===== src/rtl/cbpe_pkg.sv =====
`timescale 1ns / 1ps
// Shared types and constants for the cubic Bezier point evaluation core.
// Used by cbpe_lerp and cubic_bezier_point_eval_core; depends on nothing.
package cbpe_pkg;

    // Chunk width of the signed operand in the split multipliers.
    localparam int MUL_CHUNK = 24;

    // Width of the pressure fields, unsigned Q4.12.
    localparam int PRESSURE_WIDTH = 16;

    // Number of register stages inside one interpolation level.
    localparam int LERP_STAGES = 3;

    // Register enables for the stages of one interpolation level, first stage in bit 0.
    typedef logic [LERP_STAGES-1:0] t_stage_en;

endpackage


===== src/rtl/cbpe_lerp.sv =====
`timescale 1ns / 1ps
// One exact interpolation step u*a + t*b with u + t = 2^F, three register stages.
// Depends on cbpe_pkg for the chunk width and the stage enable type.
module cbpe_lerp
    import cbpe_pkg::*;
#(
    parameter int AW = 20,
    parameter int TW = 17
) (
    input  logic                    i_clk,
    input  t_stage_en               i_en,
    input  logic [TW-1:0]           i_u,
    input  logic [TW-1:0]           i_t,
    input  logic signed [AW-1:0]    i_a,
    input  logic signed [AW-1:0]    i_b,
    output logic signed [AW+TW-2:0] o_y
);

    localparam int NCH  = (AW + MUL_CHUNK - 1) / MUL_CHUNK;
    localparam int PW   = NCH * MUL_CHUNK;
    localparam int PPW  = MUL_CHUNK + TW + 2;
    localparam int SUMW = PW + TW + 2;
    localparam int YW   = AW + TW - 1;

    logic signed [PW-1:0]   w_ax;
    logic signed [PW-1:0]   w_bx;
    logic signed [PPW-1:0]  w_ppa [NCH];
    logic signed [PPW-1:0]  w_ppb [NCH];
    logic signed [PPW-1:0]  r_ppa [NCH];
    logic signed [PPW-1:0]  r_ppb [NCH];
    logic signed [SUMW-1:0] n_suma;
    logic signed [SUMW-1:0] n_sumb;
    logic signed [SUMW-1:0] r_suma;
    logic signed [SUMW-1:0] r_sumb;
    logic signed [YW-1:0]   r_y;

    // Sign-extend both operands to a whole number of chunks.
    assign w_ax = PW'(i_a);
    assign w_bx = PW'(i_b);

    // Partial products: the lower chunks are unsigned, the top chunk carries the sign.
    for (genvar k = 0; k < NCH; k++) begin : g_chunk
        logic signed [MUL_CHUNK:0] w_ca;
        logic signed [MUL_CHUNK:0] w_cb;
        if (k == NCH - 1) begin : g_top
            assign w_ca = {w_ax[PW-1], w_ax[k*MUL_CHUNK +: MUL_CHUNK]};
            assign w_cb = {w_bx[PW-1], w_bx[k*MUL_CHUNK +: MUL_CHUNK]};
        end else begin : g_low
            assign w_ca = {1'b0, w_ax[k*MUL_CHUNK +: MUL_CHUNK]};
            assign w_cb = {1'b0, w_bx[k*MUL_CHUNK +: MUL_CHUNK]};
        end
        assign w_ppa[k] = w_ca * $signed({1'b0, i_u});
        assign w_ppb[k] = w_cb * $signed({1'b0, i_t});
    end

    // First stage: register the partial products.
    always_ff @(posedge i_clk) begin
        if (i_en[0]) begin
            r_ppa <= w_ppa;
            r_ppb <= w_ppb;
        end
    end

    // Shift the partial products into place and add them up, one sum per operand.
    always_comb begin
        n_suma = '0;
        n_sumb = '0;
        for (int k = 0; k < NCH; k++) begin
            n_suma = n_suma + (SUMW'(r_ppa[k]) <<< (k * MUL_CHUNK));
            n_sumb = n_sumb + (SUMW'(r_ppb[k]) <<< (k * MUL_CHUNK));
        end
    end

    always_ff @(posedge i_clk) begin
        if (i_en[1]) begin
            r_suma <= n_suma;
            r_sumb <= n_sumb;
        end
    end

    // Third stage: the weights sum to 2^F, so the result fits AW+F bits.
    always_ff @(posedge i_clk) begin
        if (i_en[2]) begin
            r_y <= YW'(r_suma + r_sumb);
        end
    end

    assign o_y = r_y;

endmodule


===== config.mk =====
export PLATFORM = sky130hd
export DESIGN_NAME = cbpe_lerp
export DESIGN_NICKNAME = d
export VERILOG_FILES = /design/src/rtl/cbpe_pkg.sv /design/src/rtl/cbpe_lerp.sv
export SDC_FILE = /design/constraint.sdc
export NUM_CORES = 2
export LEC_CHECK = 0
export BUFFER_PORTS_ARGS = -buffer_cell sky130_fd_sc_hd__buf_2
export CAP_MARGIN = 15
export CELL_PAD_IN_SITES_DETAIL_PLACEMENT = 2
export CELL_PAD_IN_SITES_GLOBAL_PLACEMENT = 2
export CORE_AREA = 2 2 190 378
export CTS_BUF_LIST = sky130_fd_sc_hd__clkbuf_16
export CTS_CLUSTER_SIZE = 20
export DETAILED_ROUTE_END_ITERATION = 6
export DIE_AREA = 0 0 192 380
export GPL_ROUTABILITY_DRIVEN = 0
export HOLD_SLACK_MARGIN = 0.1
export PLACE_DENSITY = 0.87
export SYNTH_ARGS = -nofsm -noshare
export SYNTH_HDL_FRONTEND = slang
export SYNTH_SLANG_ARGS = --single-unit
export TNS_END_PERCENT = 20

===== constraint.sdc =====
create_clock -name i_clk -period 18.28 [get_ports i_clk]
set_input_delay 2.742 -clock i_clk [delete_from_list [all_inputs] [get_ports i_clk]]
set_output_delay 2.742 -clock i_clk [all_outputs]
set_load 0.02 [all_outputs]

==> impl_metrics.json <==
{
  "grt_pass1_wl_mm": 169.6,
  "worst_slew_pin_slew_ns": 1.150,
  "fin_worst_skew_ns": 0.02742,
  "dieWidth_um": 192,
  "postSynth.asyncResetShare_pct": 0,
  "drc_errors": 0,
  "portBuffers": 113,
  "slew_headroom_pct": 23.31,
  "cts_inserted_buffers": 25,
  "fin_setup_tns_ns": 0,
  "drive_gt1_share_pct": 4.711,
  "overflow": 0,
  "antenna_found_initial": 0,
  "synth_nets": 4207,
  "nets": 4234,
  "num_io_pins": 114,
  "worstSetupStartpointType": "input pin",
  "clkSlewWorstSetupHoldPaths_ns": 0.06,
  "fin_crit_sh_pct": 50.50,
  "worstPathRequired_ns": 18.49,
  "via_per_inst": 5.477,
  "std_cell_rows": 137,
  "crit_top_cell": "fa_1",
  "start_util_pct": 45.70,
  "synth-seq-cells": 180,
  "clock_latency_ns": 0.52,
  "postCtsSetupBuffers": 0,
  "hold-worst-slack_ns": 0.4160,
  "fp.dieArea_um2": 72960,
  "root_buffer": "clkbuf_16",
  "ys_seq_area_share_pct": 16.91,
  "dr.pass1.iters": 5,
  "ant_nets": 0,
  "cpMaxStageDelayCell": "a2111oi_2",
  "hold_path.class": "reg -> reg",
  "final_hold_viol_count": 0,
  "critPathArrivalTime_ns": 9.44,
  "fin_area_um2": 33930,
  "avgSynthCellArea_um2": 9.813,
  "synth_cell_type_count": 69,
  "setup-violations-final": 0,
  "placed_area_um2": 33240,
  "diodes": 0,
  "grt_max_degree": 73,
  "routed_wl_mm": 108.2,
  "max_stage_delay_ns": 0.56,
  "netlist_area_um2": 31960,
  "hpwl_mm": 89.16,
  "min_period_ns": 9.231,
  "crit_path_max_fanout": 20,
  "grt_pass1_vias": 28990,
  "ys_warn_count": 0,
  "clk_path_buf_depth": 3,
  "hold_buffers": 0,
  "die_y_um": 380,
  "synthFlopType": "edfxtp_1",
  "vias": 22960,
  "status": "finished clean",
  "worstSetupEndpointType": "flop",
  "htreeDepth": 4,
  "drv_cap": 0,
  "cts_tree": "yes",
  "track_usage_pct": 30.91,
  "syn2layout_area_growth_pct": 6.162,
  "path_class": "in -> reg",
  "core_area_um2": 69940,
  "clock-sinks": 180,
  "netlist_instances": 3257,
  "rsz0062_at_grt": "false",
  "synth_enable_flop_cells": 180,
  "path_cells": "buf_2 -> and2_1 -> fa_1 -> inv_1 -> fa_1 -> fa_1 -> inv_1 -> fa_1 -> fa_1 -> inv_1 -> fa_1 -> inv_1 -> ha_1 -> and3_1 -> a22oi_1 -> nand2_1 -> o21ai_1 -> a311oi_2 -> a2111oi_2 -> or2_1 -> o211ai_1",
  "slew_viol_final": 0,
  "ctsResizeCount": 0,
  "fmax_ghz": 0.1083,
  "drt-initial-drc-count": 961,
  "wl_per_cell_um": 25.81
}
==> layout make-up <==
class	instances	area, um2
well taps	903	1130
fillers	7352	36010
repair buffers	113	570.5
inverters	852	3198
flip-flops and latches	180	5405
clock buffers	25	625.6
multi-input cells	2112	22930
clock inverters	8	67.56
==> registers in the layout, indices dropped and copies added (netlist names) <==
register and cells:
o_y 36, r_ppa 36, r_suma 36, r_sumb 36
r_ppb 36
==> critical path: cells and delay by family <==
family / cells / cell delay, ns
simple gates: 4 / 0.87
fa+ha+maj: 7 / 3.29
buf+inv: 5 / 0.71
compound gates: 5 / 1.82
==> synth_stat cells (3+ instances only) <==
library cell	instances	area [um2]
a2111oi_0	3	26.28
a211o_1	3	26.28
a211oi_1	13	97.59
a21o_1	42	315.3
a21oi_1	67	335.3
a221oi_1	4	35.03
a311oi_1	6	52.55
a31o_1	3	26.28
a31oi_1	10	62.56
and2_1	339	2121
and3_1	5	31.28
clkbuf_1	113	424.2
edfxtp_1	180	5405
fa_1	659	13190
ha_1	213	2665
inv_1	852	3198
nand2_1	377	1415
nand2b_1	8	50.05
nand3_1	15	75.07
nand4_1	7	43.79
nor2_1	43	161.4
nor2b_1	17	106.4
nor3_1	19	95.09
nor3b_1	4	30.03
nor4_1	3	18.77
o211ai_1	7	52.55
o21a_1	17	127.6
o21ai_0	42	210.2
o21ai_1	10	50.05
o21bai_1	7	52.55
o22ai_1	4	25.02
o311ai_0	3	26.28
or3_1	11	68.82
or4_1	3	22.52
xnor2_1	78	683.2
xor2_1	23	201.4
==> placed cells by master (no fill, tap or decap), drive strengths merged, types with 4 or more instances in the layout <==
master   netlist  final
o21a          17     17
nand3         15     15
o21ai         53     53
o311ai         4      4
a31oi         10     10
a21oi         67     67
o21bai         7      7
o21ba          4      4
a2111oi        4      4
a21o          42     42
o211ai         7      7
xnor2         78     78
edfxtp       180    180
or3           11     11
nand2b         8      8
and3           5      5
nor3b          4      4
fa           659    659
and2         339    339
nor2          43     43
nand4          7      7
nand2        377    377
or2            4      4
nor2b         17     17
ha           213    213
a221oi         4      4
a211oi        14     14
clkinv         0      5
a31o           4      4
a311oi         7      7
buf            0    113
nor3          19     19
o22ai          4      4
inv          852    853
clkbuf       113     25
xor2          23     23
==> per-layer routing <==
| layer | global-route usage (%) | routed length, um | vias to the layer above |
|---|---|---|---|
| met5 | 0 | 0 | - |
| met4 | 14.59 | 5581 | 0 |
| met3 | 2.619 | 2845 | 343 |
| met2 | 61.81 | 63250 | 624 |
| met1 | 31.21 | 36550 | 12210 |
| li1 | - | - | 9784 |
==> logic make-up after synthesis <==
group	count (synthesis)	share of synthesized area, %
XOR/XNOR	101	2.768
buffers and inverters	965	11.33
adder cells (fa/ha/maj)	872	49.62
AND/OR/NAND/NOR	864	13.58
multiplexers	1	0.03523
flip-flops	180	16.91
AO/OA/AOI/OAI	274	5.747
==> worst paths after layout <==
check,from,to,slack (ns),cells past startpoint
worst min register to register,r_ppa[32]$_DFFE_PP_,r_suma[32]$_DFFE_PP_,0.42,0
worst max register to register,r_suma[0]$_DFFE_PP_,o_y[34]$_DFFE_PP_,14.42,11
worst min-delay path,r_ppa[32]$_DFFE_PP_,r_suma[32]$_DFFE_PP_,0.42,0
worst max-delay path,i_t[4],r_ppb[33]$_DFFE_PP_,9.05,21
==> metrics by stage <==
step | setup WS [ns] | util, % | cells
after floorplan | 9.785 | - | 3257
after global placement | 9.035 | 47.52 | 4160
after detailed placement | 8.690 | 47.52 | 4160
after CTS | 9.122 | 48.51 | 4193
after global routing | 8.854 | 48.51 | 4193
final | 9.049 | 48.51 | 4193
Power is left out: the tool's default activity adds up to more than one toggle a clock period on the data nets, which glitch-free logic cannot reach.
